<file path="config.mk">
export PLATFORM = sky130hd
export DESIGN_NAME = command_frame_parser
export DESIGN_NICKNAME = d
export VERILOG_FILES = /design/src/rtl/cfp_pkg.sv /design/src/rtl/command_frame_parser.sv
export SDC_FILE = /design/constraint.sdc
export NUM_CORES = 1
export LEC_CHECK = 0
export ABC_AREA = 1
export CAP_MARGIN = 20
export CORE_ASPECT_RATIO = 1.1
export CORE_MARGIN = 2
export CORE_UTILIZATION = 50
export CTS_BUF_LIST = sky130_fd_sc_hd__clkbuf_2
export DETAILED_ROUTE_END_ITERATION = 12
export DONT_BUFFER_PORTS = 1
export PLACE_DENSITY_LB_ADDON = 0.12
export SLEW_MARGIN = 5
export SYNTH_ARGS = -nofsm -noshare
export SYNTH_HDL_FRONTEND = slang
export SYNTH_SLANG_ARGS = --single-unit
</file>
<file path="constraint.sdc">
create_clock -name clk_i -period 4.4 [get_ports clk_i]
set_clock_uncertainty 0.2 [all_clocks]
set_input_delay 0.44 -clock clk_i [delete_from_list [all_inputs] [get_ports clk_i]]
set_output_delay 0.44 -clock clk_i [all_outputs]
set_load 0.02 [all_outputs]
</file>
<file path="src/rtl/cfp_pkg.sv">
// Shared constants, types and helpers of the command frame parser.
package cfp_pkg;

  localparam int unsigned ID_DIGITS = 3;
  localparam int unsigned ACC_W     = $clog2(10 ** ID_DIGITS);
  localparam int unsigned CNT_W     = $clog2(ID_DIGITS + 1);
  localparam int unsigned ID_W      = 10;
  localparam int unsigned CMP_W     = ACC_W + 8;
  localparam int unsigned ID_MAX    = (1 << ID_W) - 1;

  localparam logic [7:0] CHAR_DOLLAR = 8'h24;
  localparam logic [7:0] CHAR_CR     = 8'h0D;
  localparam logic [7:0] CHAR_COMMA  = 8'h2C;
  localparam logic [7:0] CHAR_ZERO   = 8'h30;
  localparam logic [7:0] CHAR_NINE   = 8'h39;

  localparam logic [7:0] FID_WRITE   = 8'd0;
  localparam logic [7:0] FID_READ    = 8'd128;
  localparam logic [7:0] FID_TEDS    = 8'd160;
  localparam logic [7:0] FID_ID_TEDS = 8'd161;

  typedef enum logic [2:0] {
    CLS_WRITE   = 3'd0,
    CLS_READ    = 3'd1,
    CLS_TEDS    = 3'd2,
    CLS_ID_TEDS = 3'd3,
    CLS_UNSUP   = 3'd4
  } cmd_class_e;

  function automatic logic [ID_W-1:0] sat_id(input logic [ACC_W-1:0] v);
    logic [CMP_W-1:0] wide;
    wide = CMP_W'(v);
    if (wide > CMP_W'(ID_MAX)) begin
      return '1;
    end
    return ID_W'(v);
  endfunction

  function automatic logic fid_is(input logic [ACC_W-1:0] v, input logic [7:0] code);
    return CMP_W'(v) == CMP_W'(code);
  endfunction

endpackage

</file>
<file path="src/rtl/command_frame_parser.sv">
// Character-driven command frame parser: input register, parse state, result register.
// Order: a closing carriage return is first captured in the input register, and its result
// is then written to the result register once the output is free.
// Throughput: one character per cycle; a held result stalls input only at the next
// closing carriage return, the other characters keep flowing past it.
// Reset: asynchronous, active low; clears the frame state and both valid flags.
module command_frame_parser (
  input  logic                      clk_i,
  input  logic                      rst_ni,
  input  logic                      in_valid_i,
  output logic                      in_stall_o,
  input  logic [7:0]                rx_char_i,
  output logic                      out_valid_o,
  input  logic                      out_stall_i,
  output logic [cfp_pkg::ID_W-1:0]  function_id_o,
  output logic [cfp_pkg::ID_W-1:0]  channel_id_o,
  output logic                      is_global_o,
  output logic [2:0]                command_class_o,
  output logic                      frame_status_o
);

  logic                        s1_valid_q;
  logic [7:0]                  s1_char_q;
  logic                        s1_load, s1_adv, step;

  logic                        in_frame_q, in_frame_d;
  logic                        in_chan_q, in_chan_d;
  logic [cfp_pkg::ACC_W-1:0]   func_acc_q, func_acc_d;
  logic [cfp_pkg::ACC_W-1:0]   chan_acc_q, chan_acc_d;
  logic [cfp_pkg::CNT_W-1:0]   func_cnt_q, func_cnt_d;
  logic [cfp_pkg::CNT_W-1:0]   chan_cnt_q, chan_cnt_d;
  logic                        bad_q, bad_d;

  logic                        out_valid_q, out_valid_d, out_free, emit;
  logic [cfp_pkg::ID_W-1:0]    func_out_q, chan_out_q;
  logic                        global_q, status_q;
  cfp_pkg::cmd_class_e         class_q, class_d;
  logic                        bad_end, is_digit, is_dollar, is_cr, is_comma;
  logic [cfp_pkg::ACC_W-1:0]   acc_sel, acc_next;
  logic [cfp_pkg::CNT_W-1:0]   cnt_sel;
  logic                        cnt_full;

  assign is_dollar = s1_char_q == cfp_pkg::CHAR_DOLLAR;
  assign is_cr     = s1_char_q == cfp_pkg::CHAR_CR;
  assign is_comma  = s1_char_q == cfp_pkg::CHAR_COMMA;
  assign is_digit  = (s1_char_q >= cfp_pkg::CHAR_ZERO) && (s1_char_q <= cfp_pkg::CHAR_NINE);

  assign out_free   = !out_valid_q || !out_stall_i;
  assign emit       = s1_valid_q && in_frame_q && !is_dollar && is_cr;
  assign s1_adv     = !emit || out_free;
  assign step       = s1_valid_q && s1_adv;
  assign s1_load    = !s1_valid_q || s1_adv;
  assign in_stall_o = !s1_load;

  // hold the incoming character
  always_ff @(posedge clk_i or negedge rst_ni) begin
    if (!rst_ni) begin
      s1_valid_q <= 1'b0;
    end else if (s1_load) begin
      s1_valid_q <= in_valid_i;
    end
  end

  always_ff @(posedge clk_i) begin
    if (s1_load && in_valid_i) begin
      s1_char_q <= rx_char_i;
    end
  end

  assign acc_sel  = in_chan_q ? chan_acc_q : func_acc_q;
  assign cnt_sel  = in_chan_q ? chan_cnt_q : func_cnt_q;
  assign cnt_full = cnt_sel >= cfp_pkg::CNT_W'(cfp_pkg::ID_DIGITS);
  assign acc_next = cfp_pkg::ACC_W'({acc_sel, 3'b000}) + cfp_pkg::ACC_W'({acc_sel, 1'b0})
                  + cfp_pkg::ACC_W'(s1_char_q[3:0]);

  assign bad_end = bad_q || !in_chan_q || (func_cnt_q == '0) || (chan_cnt_q == '0);

  always_comb begin
    priority if (bad_end) begin
      class_d = cfp_pkg::CLS_UNSUP;
    end else if (cfp_pkg::fid_is(func_acc_q, cfp_pkg::FID_WRITE)) begin
      class_d = cfp_pkg::CLS_WRITE;
    end else if (cfp_pkg::fid_is(func_acc_q, cfp_pkg::FID_READ)) begin
      class_d = cfp_pkg::CLS_READ;
    end else if (cfp_pkg::fid_is(func_acc_q, cfp_pkg::FID_TEDS)) begin
      class_d = cfp_pkg::CLS_TEDS;
    end else if (cfp_pkg::fid_is(func_acc_q, cfp_pkg::FID_ID_TEDS)) begin
      class_d = cfp_pkg::CLS_ID_TEDS;
    end else begin
      class_d = cfp_pkg::CLS_UNSUP;
    end
  end

  always_comb begin
    in_frame_d = in_frame_q;
    in_chan_d  = in_chan_q;
    func_acc_d = func_acc_q;
    chan_acc_d = chan_acc_q;
    func_cnt_d = func_cnt_q;
    chan_cnt_d = chan_cnt_q;
    bad_d      = bad_q;
    if (is_dollar || (in_frame_q && is_cr)) begin
      in_frame_d = is_dollar;
      in_chan_d  = 1'b0;
      func_acc_d = '0;
      chan_acc_d = '0;
      func_cnt_d = '0;
      chan_cnt_d = '0;
      bad_d      = 1'b0;
    end else if (in_frame_q) begin
      priority if (is_digit) begin
        if (cnt_full) begin
          bad_d = 1'b1;
        end else if (in_chan_q) begin
          chan_acc_d = acc_next;
          chan_cnt_d = chan_cnt_q + 1'b1;
        end else begin
          func_acc_d = acc_next;
          func_cnt_d = func_cnt_q + 1'b1;
        end
      end else if (is_comma) begin
        if (in_chan_q) begin
          bad_d = 1'b1;
        end else begin
          in_chan_d = 1'b1;
        end
      end else begin
        bad_d = 1'b1;
      end
    end
  end

  // advance the parse state
  always_ff @(posedge clk_i or negedge rst_ni) begin
    if (!rst_ni) begin
      in_frame_q <= 1'b0;
      in_chan_q  <= 1'b0;
      func_acc_q <= '0;
      chan_acc_q <= '0;
      func_cnt_q <= '0;
      chan_cnt_q <= '0;
      bad_q      <= 1'b0;
    end else if (step) begin
      in_frame_q <= in_frame_d;
      in_chan_q  <= in_chan_d;
      func_acc_q <= func_acc_d;
      chan_acc_q <= chan_acc_d;
      func_cnt_q <= func_cnt_d;
      chan_cnt_q <= chan_cnt_d;
      bad_q      <= bad_d;
    end
  end

  always_comb begin
    if (emit && out_free) begin
      out_valid_d = 1'b1;
    end else if (!out_stall_i) begin
      out_valid_d = 1'b0;
    end else begin
      out_valid_d = out_valid_q;
    end
  end

  always_ff @(posedge clk_i or negedge rst_ni) begin
    if (!rst_ni) begin
      out_valid_q <= 1'b0;
    end else begin
      out_valid_q <= out_valid_d;
    end
  end

  // hold the result until taken
  always_ff @(posedge clk_i) begin
    if (emit && out_free) begin
      func_out_q <= cfp_pkg::sat_id(func_acc_q);
      chan_out_q <= cfp_pkg::sat_id(chan_acc_q);
      global_q   <= !bad_end && (chan_acc_q == '0);
      class_q    <= class_d;
      status_q   <= bad_end;
    end
  end

  assign out_valid_o     = out_valid_q;
  assign function_id_o   = func_out_q;
  assign channel_id_o    = chan_out_q;
  assign is_global_o     = global_q;
  assign command_class_o = class_q;
  assign frame_status_o  = status_q;

endmodule

</file>
**Word level (Yosys, flattened, before mapping)**

Index checks and enable logic that the tools add are counted.

- Register bits: 62
- Output and inout port bits: 27
- Word-level logic and storage cells: 113

- Add/sub/neg operators: 4
- Order comparisons: 3
- Eq/ne operators: 12
- Multiplexer cells: 38
- Reduce and logical (&&, ||, !) cells: 39

Operators with widths:

| kind | number |
|---|---|
| 10-bit two-way mux | 10 |
| 10-bit by 8-bit equality test with 1-bit output (second input constant) | 3 |
| 2-bit two-way mux | 11 |
| 10-bit logical NOT | 2 |
| 8-bit by 6-bit equality test with 1-bit output (second input constant) | 2 |
| 1-bit two-way mux | 12 |
| 3-bit two-way mux | 4 |
| 10-bit adder | 1 |
| 10-bit by 4-bit adder with 10-bit output | 1 |
| 5-bit AND reduction | 2 |
| 1-bit logical AND | 9 |
| 9-bit two-way mux | 1 |
| 8-bit by 4-bit equality test with 1-bit output (second input constant) | 1 |
| 8-bit by 6-bit >= comparator with 1-bit output (second input constant) | 1 |
| 8-bit by 6-bit <= comparator with 1-bit output (second input constant) | 1 |
| 1-bit logical NOT | 8 |
| 2-bit by 1-bit inequality test with 1-bit output (second input constant) | 4 |
| 4-bit AND reduction | 2 |
| 2-bit nonzero test | 4 |
| 1-bit logical OR | 7 |
| 2-bit by 1-bit adder with 2-bit output (second input constant) | 2 |
| 2-bit logical NOT | 2 |
| 4-bit by 3-bit inequality test with 1-bit output (second input constant) | 1 |
| 3-bit by 1-bit inequality test with 1-bit output (second input constant) | 1 |
| other kinds (4) | 4 |

**Longest topological paths before layout**

Gate-level depths: netlist (run 1).

- Depth after elaboration: 8
- Gate-level depth with buffers: 15

**Least setup slack after synthesis (run 1)**

No wires, ideal clock.

- Path kind: register -> register
- Start point: register in_chan_q
- End point: register chan_acc_q[6] (netlist name)
- Arrival time: 2.474 ns
- Required time: 4.134 ns
- Slack: 1.660 ns
- Cell stages (with the launch flop): 13
- Buffers on the path: 2
- Cells stage by stage: dfrtp_1 buf_4 clkbuf_1 o21ai_0 fa_1 inv_1 fa_1 inv_1 o21bai_1 nand2_1 nor3b_1 nand3_1 nand2_1

- Word-level cells in the longest chain between the ends: 8
- Elaborated cells on any way between the ends: 13

RTL lines:

| what | line | text |
|---|---|---|
| start, declared | command_frame_parser.sv:27 | `logic in_chan_q, in_chan_d;` |
| start signal, assigned | command_frame_parser.sv:145 | `in_chan_q <= in_chan_d;` |
| 9-bit two-way mux | command_frame_parser.sv:70 | `assign acc_sel = in_chan_q ? chan_acc_q : func_acc_q;` |
| 10-bit adder | command_frame_parser.sv:73 | `assign acc_next = cfp_pkg::ACC_W'({acc_sel, 3'b000}) + cfp_pkg::ACC_W'({acc_sel, 1'b0})` |
| 10-bit by 4-bit adder with 10-bit output | command_frame_parser.sv:74 | `+ cfp_pkg::ACC_W'(s1_char_q[3:0]);` |
| 10-bit two-way mux | command_frame_parser.sv:114 | `end else if (in_chan_q) begin` |
| 10-bit two-way mux | command_frame_parser.sv:112 | `if (cnt_full) begin` |
| 10-bit two-way mux | command_frame_parser.sv:111 | `priority if (is_digit) begin` |
| 10-bit two-way mux | command_frame_parser.sv:110 | `end else if (in_frame_q) begin` |
| 10-bit two-way mux | command_frame_parser.sv:102 | `if (is_dollar \|\| (in_frame_q && is_cr)) begin` |
| end signal, assigned | command_frame_parser.sv:147 | `chan_acc_q <= chan_acc_d;` |
| end, declared | command_frame_parser.sv:29 | `logic [cfp_pkg::ACC_W-1:0] chan_acc_q, chan_acc_d;` |

Parallel ways exist; a longest one is shown, timed or not. The select of a mux whose other input is x is not followed.
A chain may end at the register's enable or synchronous reset.

**Final worst setup path (run 1)**

- Start point: register in_chan_q
- End point: register chan_acc_q[9] (netlist name)

Same word-level chain as after synthesis.

==> flow_summary.yaml, run 1 <==
cts:
  cts_buffers: 9
  path_clk_slew_ps: 190
  htreeDepth: 3
  cts_tree: "done"
  clock_latency_ps: 500
  cts_buffer_depth: 2
  cts.root.buffer_cell: "clkbuf_2"
  cts.sink_count: 62
placement:
  place_area_um2: 3370
  numPortBuffers: 0
  dp_slack_ps: 1060
  dpl.hpwl_um: 5040
  place_congestion: 0.879
timing:
  fmax_mhz: 296
  hold_violations: 0
  maxSlewHeadroom_pct: 40.1
  finalCritPeriodShare_pct: 76.8
  worstMarginPinSlew_ps: 895
  slew_violations: 0
  setup_viol: 0
  layout_setup_ws_ps: 1020
  finalCriticalPeriod_ps: 3380
  fin_tns_setup_ps: 0
  rsz0062_at_grt: "false"
worst_setup_path:
  required_ps: 4660
  reg2reg_to: "chan_acc_q[9]$_DFFE_PN0P_"
  path_max_fanout: 20
  crit_start: "in_chan_q$_DFFE_PN0P_"
  worstSetupEndpointType: "flip-flop"
  reg2reg_slack_ps: 1020
  critPathKind: "flip-flop to flip-flop"
  cp.arrival_ps: 3630
  cp-start-kind: "flip-flop"
  r2r-start: "in_chan_q$_DFFE_PN0P_"
  r2r_cells: 15
layout:
  antenna_cells: 0
  multiInputGateArea_um2: 1350
  seqCellArea_um2: 1720
  drive_gt1_share_pct: 10.4
  nNetsFinal: 429
  fin_area_um2: 3660
  fillCellCount: 588
  area_growth_pct: 10.8
synthesis:
  ys_types: 29
  synth-edff-count: 33
  synth_cells: 382
  synth.avg_cell_area_um2: 8.64
  syn_area_um2: 3300
  synth_top_area_share_pct: 30.0
  ys_seq_area_share_pct: 52.0
  synth_commonest_cells: "nand2_1, inv_1, edfxtp_1, nor2_1, dfrtp_1"
  synth_area_leaders: "edfxtp_1, dfrtp_1, nand2_1"
  synth_nets: 412
  synthFlopType: "edfxtp_1"
  ys_ff_latch: 62
  yosysWarnings: 0
  async_flop_share_pct: 46.8
  synth_most_common_cell: "nand2_1"
  yosys.area.top_type: "edfxtp_1"
floorplan:
  fp.dieH_um: 89.2
  io_pins: 39
  initial_core_util_pct: 51.0
  fp.dieW_um: 81.5
  rows: 31
  core_um2: 6480
  die_area_um2: 7270
pwr:
  p_per_area_nw_per_um2: 501
  p_total_mw: 1.83
  peakVddDrop_v: 0.000248
  leakage_nw: 1.80
route:
  topRoutingLayerUsed: "met4"
  dr.pass1.iters: 4
  viasPerCell: 5.09
  antenna_left: 0
  drc: 0
  wl_met2_um: 3390
  drt_iter0_drc: 136
  wl_met1_um: 3350
  wl_per_cell_um: 14.6
  vias: 2474
  met3WireLength_um: 278
  drt_wl_total_um: 7100
grt:
  grt_pass1_wl_um: 11300
  track_usage_pct: 21.5
  grt_max_degree: 30
  antenna_found_initial: 0
  grt_pass1_vias: 2277
  overflow: 0
outcome:
  status: "finished, final reports clean"
run:
  drv_cap: 0
hold_path:
  worstHoldPathType: "input pin to async pin"
==> logic make-up after synthesis <==
group,after synthesis,share of synthesized area [%]
AND/OR/NAND/NOR,224,29.3
flip-flops,62,52.0
buffers and inverters,55,7.09
AO/OA/AOI/OAI,22,4.02
adder cells (fa/ha/maj),18,7.28
XOR/XNOR,1,0.265
==> worst max path at each step <==
stage | slack (ps) | cells after the start | endpoint
floorplan | 1660 | 12 | chan_acc_q[6]$_DFFE_PN0P_
global placement | 1120 | 15 | chan_acc_q[9]$_DFFE_PN0P_
detailed placement | 1060 | 15 | chan_acc_q[9]$_DFFE_PN0P_
CTS | 1010 | 15 | chan_acc_q[9]$_DFFE_PN0P_
global route | 670 | 13 | func_acc_q[8]$_DFFE_PN0P_
finish | 1020 | 15 | chan_acc_q[9]$_DFFE_PN0P_
==> sequential cells by signal, indices dropped and copies added (netlist names) <==
name	count
is_global_o	1
func_cnt_q	2
in_frame_q	1
bad_q	1
s1_valid_q	1
func_acc_q	10
chan_acc_q	10
out_valid_o	1
frame_status_o	1
chan_cnt_q	2
s1_char_q	8
function_id_o	10
command_class_o	3
channel_id_o	10
in_chan_q	1
==> area by class of cell <==
cell class | instances | area share (%)
clock inverters | 6 | 3.04
clock buffers | 10 | 1.37
multi-input cells | 265 | 37.0
inverters | 48 | 4.92
well taps | 82 | 2.80
flip-flops and latches | 62 | 46.9
repair buffers | 13 | 3.97
==> critical path, cell delays in order, from the launching register on <==
cell and delay (ps):
dfrtp_1 730, inv_1 270, or2_2 330, o21ai_0 140, fa_1 470, inv_1 110, ha_1 230, nand3_1 80
nand2_1 110, nand2_1 80, nand2_1 110, nand3_1 110, nand2_1 50, nor2_1 180, nand2_1 80, nand2_1 60
==> what timing repair did <==
| action | 4_1_cts | 5_1_grt |
|---|---|---|
| endpoints found under the hold margin | 39 | 0 |
| hold buffers | 12 | 0 |
| resized for setup | 0 | 0 |
| buffers inserted | 0 | 0 |
==> layout by cell type (no fill, tap or decap), types with 3 or more instances in the layout <==
cell type,Yosys,routed
nor4_1,3,3
nand2_4,3,3
inv_1,43,43
edfxtp_1,33,33
nand2_1,137,137
a21oi_1,5,5
nand2_2,3,3
dlygate4sd3_1,0,11
nor2_1,33,32
dfrtp_1,29,29
nor2_2,6,7
ha_1,16,16
o21ai_0,14,14
bufinv_16,0,3
nand3_1,28,28
clkbuf_2,0,10
inv_2,5,5
==> where the power goes <==
part           switching (mW)  leakage (nW)  internal (mW)
logic                   0.372          1.03          0.229
clock network           0.214        0.0921          0.247
registers              0.0834         0.680          0.689
total                   0.669          1.80           1.17
==> per-stage QoR <==
| stage | std cells | hold WS (ps) | util [%] |
|---|---|---|---|
| 2_1_floorplan | 382 | -55.6 | - |
| 3_3_place_gp | 457 | -54.3 | 51.7 |
| 3_5_place_dp | 458 | -53.9 | 52.0 |
| 4_1_cts | 486 | 137 | 56.5 |
| 5_1_grt | 486 | 112 | 56.5 |
| 6_report | 486 | 148 | 56.5 |
==> routing by layer <==
| layer | vias to the layer above | GRT usage [%] |
|---|---|---|
| li1 | 1258 | - |
| met1 | 1149 | 28.0 |
| met2 | 57 | 35.4 |
| met3 | 10 | 5.76 |
| met4 | 0 | 6.32 |
| met5 | - | 0 |
(Power assumes the default switching activity.)
==> run 2, diff against run 1 <==
==> constraint.sdc (replaced) <==
create_clock -name clk_i -period 3.42 [get_ports clk_i]
set_clock_uncertainty 0.2 [all_clocks]
set_input_delay 0.342 -clock clk_i [delete_from_list [all_inputs] [get_ports clk_i]]
set_output_delay 0.342 -clock clk_i [all_outputs]
set_load 0.02 [all_outputs]
==> flow_summary.yaml, run 2 (synthesis results as in run 1) <==
outcome:
  status: "finished, final reports clean"
layout:
  area_growth_pct: 9.70
  nNetsFinal: 432
  final_common_cell: "nand2_1"
  fillCellCount: 553
  drive_gt1_share_pct: 10.6
  final_cell_mix: "nand2_1, inv_1, edfxtp_1, nor2_1, dfrtp_1"
  multiInputGateArea_um2: 1350
  antenna_cells: 0
  seqCellArea_um2: 1720
cts:
  cts.sink_count: 62
  cts_buffer_depth: 2
  postCtsSetupRepairBufs: 0
  htreeDepth: 3
  cts.root.buffer_cell: "clkbuf_2"
  clock_latency_ps: 500
  cts_tree: "done"
  cts_buffers: 9
  path_clk_slew_ps: 180
run:
  drv_cap: 0
timing:
  maxSlewHeadroom_pct: 61.0
  finalCriticalPeriod_ps: 2940
  whs_ps: 74.3
  finalCritPeriodShare_pct: 86.1
  fmax_mhz: 340
  slew_violations: 0
  fin_tns_setup_ps: 0
  setup_viol: 0
  hold_violations: 0
  worstMarginPinSlew_ps: 583
  rsz0062_at_grt: "false"
pwr:
  switching_power_uw: 858
  swShare_pct: 38.8
  p_per_area_nw_per_um2: 611
  comb_power_share_pct: 36.0
  leakage_nw: 1.79
  peakVddDrop_v: 0.000323
  clkPwrFrac_pct: 19.5
  p_seq_share_pct: 44.5
  p_int_mw: 1.36
floorplan:
  initial_core_util_pct: 51.0
  rows: 31
  fp.dieH_um: 89.2
  core_um2: 6480
  die_area_um2: 7270
  io_pins: 39
  fp.dieW_um: 81.5
worst_setup_path:
  path_max_fanout: 9
  path_cells: "inv_1, or2_2, o21ai_0, fa_1, inv_1, fa_1, inv_1, o21bai_1, nand2_1, nor3b_1, nand3_1, nand2_1"
  cp_common_cell: "inv_1"
  critPathKind: "flip-flop to flip-flop"
  cp.arrival_ps: 3180
  reg2reg_slack_ps: 480
  required_ps: 3660
  crit_slowest_cell: "fa_1"
  cp-start-kind: "flip-flop"
  cpPeakStageDelay_ps: 530
  worstSetupEndpointType: "flip-flop"
route:
  vias: 2502
  drt_wl_total_um: 7230
  viasPerCell: 5.12
  wl_per_cell_um: 14.8
  dr.pass1.iters: 4
  drc: 0
  drt_iter0_drc: 144
  antenna_left: 0
grt:
  overflow: 0
  grt_max_degree: 30
  grt_pass1_wl_um: 12000
  antenna_found_initial: 0
  track_usage_pct: 22.6
  grt_pass1_vias: 2415
placement:
  numPortBuffers: 0
  place_congestion: 0.980
  dpl.hpwl_um: 5130
hold_path:
  worstHoldPathType: "input pin to async pin"
run 2: cell count changes in the layout (fill, tap and decap cells not counted), sizes merged:
cell	before	now
dlygate4sd3	11	12
clkbuf	10	11
bufinv	3	1
buf	2	4
clkinv	2	3
run 2: per-stage QoR:
stage,cells,worst slack [ps],util [%],cell area (µm²),total power [mW]
after floorplan,382,680,-,3300,1.58
after global placement,460,618,52.1,3370,1.77
after detailed placement,460,544,52.1,3370,1.77
after CTS,489,478,55.9,3620,2.23
after global routing,489,203,55.9,3620,2.42
final,489,476,55.9,3620,2.21
run 2: layout make-up:
type	count	share of cell area, %
Clock buffer	11	1.52
Clock inverter	5	1.42
Tap cell	82	2.83
Inverter	48	4.98
Multi-Input combinational cell	265	37.4
Timing Repair Buffer	16	4.49
Sequential cell	62	47.4
run 2: path summary, 6_finish.rpt:
kind,from,cells after the start,endpoint
max,in_chan_q$_DFFE_PN0P_,12,chan_acc_q[6]$_DFFE_PN0P_
min,rst_ni,2,in_frame_q$_DFFE_PN0P_
max reg2reg,in_chan_q$_DFFE_PN0P_,12,chan_acc_q[6]$_DFFE_PN0P_
min reg2reg,func_acc_q[4]$_DFFE_PN0P_,0,function_id_o[4]$_DFFE_PP_
max in group asynchronous,rst_ni,2,chan_acc_q[8]$_DFFE_PN0P_
min in group clk_i,rx_char_i[7],1,s1_char_q[7]$_DFFE_PP_
run 2: layer usage:
metal	GRT usage [%]	routed length [µm]
met1	29.3	3130
met4	8.94	91
met5	0	0
met2	37.1	3560
met3	4.85	439
run 2: power by group through the flow:
stage | logic (mW) | registers [mW] | clock network (mW)
after floorplan | 0.616 | 0.959 | 0
after global placement | 0.768 | 0.998 | 0
after detailed placement | 0.770 | 1.00 | 0
after CTS | 0.800 | 0.984 | 0.443
after global routing | 0.941 | 0.999 | 0.476
final | 0.796 | 0.986 | 0.432
run 2: repair_timing:
action,in CTS,in global routing
resized for setup,0,0
hold buffers,13,0
endpoints found under the hold margin,43,0
run 2: critical path: cells and delay by family, from the launching register on:
| family | cells | cell delay [ps] |
|---|---|---|
| AO/OA/AOI/OAI | 2 | 230 |
| adder cells (fa/ha/maj) | 2 | 990 |
| buffers and inverters | 3 | 360 |
| flip-flops | 1 | 450 |
| AND/OR/NAND/NOR | 5 | 640 |
==> run 3, diff against run 2 <==
--- a/config.mk
+++ b/config.mk
@@ -5,7 +5,7 @@
 export SDC_FILE = /design/constraint.sdc
 export NUM_CORES = 1
 export LEC_CHECK = 0
-export ABC_AREA = 1
+export ABC_AREA = 0
 export CAP_MARGIN = 20
 export CORE_ASPECT_RATIO = 1.1
 export CORE_MARGIN = 2
@@ -13,8 +13,8 @@
 export CTS_BUF_LIST = sky130_fd_sc_hd__clkbuf_2
 export DETAILED_ROUTE_END_ITERATION = 12
 export DONT_BUFFER_PORTS = 1
-export PLACE_DENSITY_LB_ADDON = 0.12
-export SLEW_MARGIN = 5
+export PLACE_DENSITY = 0.74
+export SLEW_MARGIN = 20
 export SYNTH_ARGS = -nofsm -noshare
 export SYNTH_HDL_FRONTEND = slang
 export SYNTH_SLANG_ARGS = --single-unit
==> flow_summary.yaml, run 3 <==
synthesis:
  yosysWarnings: 0
  synth_area_leaders: "edfxtp_1, dfrtp_1, ha_1"
  synth.avg_cell_area_um2: 11.9
  synth_top_area_share_pct: 32.4
  synthFlopType: "edfxtp_1"
  synth_most_common_cell: "edfxtp_1"
  synth_cells: 257
  ys_types: 46
  yosys.area.top_type: "edfxtp_1"
  synth_nets: 287
  syn_area_um2: 3050
  synth-edff-count: 33
  ys_seq_area_share_pct: 56.2
  async_flop_share_pct: 46.8
  ys_ff_latch: 62
  synth_commonest_cells: "edfxtp_1, inv_1, nand2_1"
timing:
  fin_tns_setup_ps: 0
  finalCriticalPeriod_ps: 3080
  slew_violations: 0
  fmax_mhz: 325
  worstMarginPinSlew_ps: 629
  finalCritPeriodShare_pct: 90.0
  setup_viol: 0
  rsz0062_at_grt: "false"
  hold_violations: 0
  layout_setup_ws_ps: 341
  maxSlewHeadroom_pct: 57.9
worst_setup_path:
  required_ps: 3650
  cp-start-kind: "flip-flop"
  reg2reg_to: "func_acc_q[9]$_DFFE_PN0P_"
  path_cells: "inv_1, o21a_1, fa_1, inv_1, ha_1, a21oi_1, o211ai_1, o41ai_1, xnor2_1, o32ai_1"
  reg2reg_slack_ps: 340
  cp.arrival_ps: 3310
  path_max_fanout: 4
  r2r_cells: 10
  r2r-start: "func_acc_q[0]$_DFFE_PN0P_"
  cpPeakStageDelay_ps: 480
  worstSetupEndpointType: "flip-flop"
  crit_slowest_cell: "fa_1"
  cp_common_cell: "inv_1"
  critPathKind: "flip-flop to flip-flop"
grt:
  track_usage_pct: 18.8
  grt_max_degree: 30
  antenna_found_initial: 0
  overflow: 0
  grt_pass1_wl_um: 9530
  grt_pass1_vias: 1935
run:
  drv_cap: 0
floorplan:
  fp.dieH_um: 86.0
  fp.dieW_um: 78.5
  die_area_um2: 6750
  core_um2: 5840
  initial_core_util_pct: 52.3
  rows: 29
  io_pins: 39
pwr:
  p_seq_share_pct: 37.2
  peakVddDrop_v: 0.000561
  swShare_pct: 39.4
  leakage_nw: 1.36
  clkPwrFrac_pct: 18.9
  switching_power_mw: 1.07
  p_int_mw: 1.65
  p_per_area_nw_per_um2: 804
  comb_power_share_pct: 43.9
route:
  drt_wl_total_um: 5790
  wl_per_cell_um: 16.2
  viasPerCell: 5.51
  dr.pass1.iters: 4
  vias: 1971
  antenna_left: 0
  drt_iter0_drc: 117
  drc: 0
layout:
  final_cell_mix: "edfxtp_1, inv_1, nand2_1, dfrtp_1, mux2i_1"
  antenna_cells: 0
  nNetsFinal: 306
  final_common_cell: "edfxtp_1"
  area_growth_pct: 10.9
  drive_gt1_share_pct: 11.4
hold_path:
  worstHoldPathType: "input pin to async pin"
placement:
  dp_slack_ps: 263
  place_congestion: 0.758
  numPortBuffers: 0
  dpl.hpwl_um: 4070
cts:
  cts_buffers: 9
  clock_latency_ps: 520
  cts_buffer_depth: 2
  cts_tree: "done"
  cts.root.buffer_cell: "clkbuf_2"
  path_clk_slew_ps: 190
  cts.sink_count: 62
  htreeDepth: 3
outcome:
  status: "finished, final reports clean"
-- run 3: area by class of cell --
type,instances,area [µm²]
clock buffers,11,55.1
clock inverters,5,73.8
fillers,479,2450
inverters,34,128
multi-input cells,155,1170
flip-flops and latches,62,1720
well taps,77,96.3
repair buffers,14,145
-- run 3: power by group through the flow --
stage / sequential, mW / clock (mW) / combinational (mW)
floorplan: 0.986 / 0 / 0.934
global placement: 1.02 / 0 / 1.13
detailed placement: 1.03 / 0 / 1.16
CTS: 1.01 / 0.519 / 1.19
global route: 1.03 / 0.551 / 1.37
finish: 1.01 / 0.515 / 1.20
-- run 3: timing repair --
action | CTS | global route
setup buffers | 0 | 0
endpoints found under the hold margin | 39 | 0
hold buffers | 12 | 0
endpoints found under the setup margin | 0 | 1
resized for setup | 0 | 1
-- run 3: worst max path at each step --
stage / start / end / slack (ps) / cells after the start
4_1_cts: in_chan_q$_DFFE_PN0P_ / chan_acc_q[9]$_DFFE_PN0P_ / 210 / 10
3_5_place_dp: in_chan_q$_DFFE_PN0P_ / func_acc_q[9]$_DFFE_PN0P_ / 260 / 10
2_1_floorplan: in_chan_q$_DFFE_PN0P_ / chan_acc_q[8]$_DFFE_PN0P_ / 260 / 12
6_report: func_acc_q[0]$_DFFE_PN0P_ / func_acc_q[9]$_DFFE_PN0P_ / 340 / 10
5_1_grt: in_chan_q$_DFFE_PN0P_ / chan_acc_q[9]$_DFFE_PN0P_ / 130 / 10
3_3_place_gp: in_chan_q$_DFFE_PN0P_ / func_acc_q[9]$_DFFE_PN0P_ / 330 / 10
-- run 3: stage by stage --
stage / utilization [%] / power (mW) / std cells / cell area, µm² / hold slack (ps)
after floorplan: - / 1.92 / 257 / 3050 / -154
after global placement: 53.5 / 2.16 / 330 / 3130 / -153
after detailed placement: 53.5 / 2.19 / 330 / 3130 / -153
after CTS: 58.0 / 2.73 / 358 / 3390 / 21.2
after global routing: 58.0 / 2.95 / 358 / 3390 / 33.9
final: 58.0 / 2.72 / 358 / 3390 / 50.1
-- run 3: cell families (layout without fill, tap and decap cells) --
group / Yosys count / count (layout) / share of synthesized area [%]
and+or+nand+nor: 72 / 72 / 12.9
xor gates and xnor gates: 7 / 7 / 2.01
adders and majority gates: 18 / 18 / 7.87
muxes: 20 / 20 / 6.55
DFF: 62 / 62 / 56.2
AOI/OAI and AO/OA: 38 / 38 / 8.89
buffers and inverters: 40 / 64 / 5.53
-- run 3: layer usage --
metal	vias up	GRT usage (%)	share of wire, %
met2	73	30.0	48
met4	0	8.77	1.5
met5	-	0	0
met1	940	24.3	45
met3	9	4.63	5.9
li1	949	-	-
-- run 3: worst max-delay path, delay by kind of cell, from the launching register on --
kind                       cells  cell delay (ps)
buffers and inverters          2              160
xor gates and xnor gates       1              180
adders and majority gates      2              770
AOI/OAI and AO/OA              5             1220
DFF                            1              470
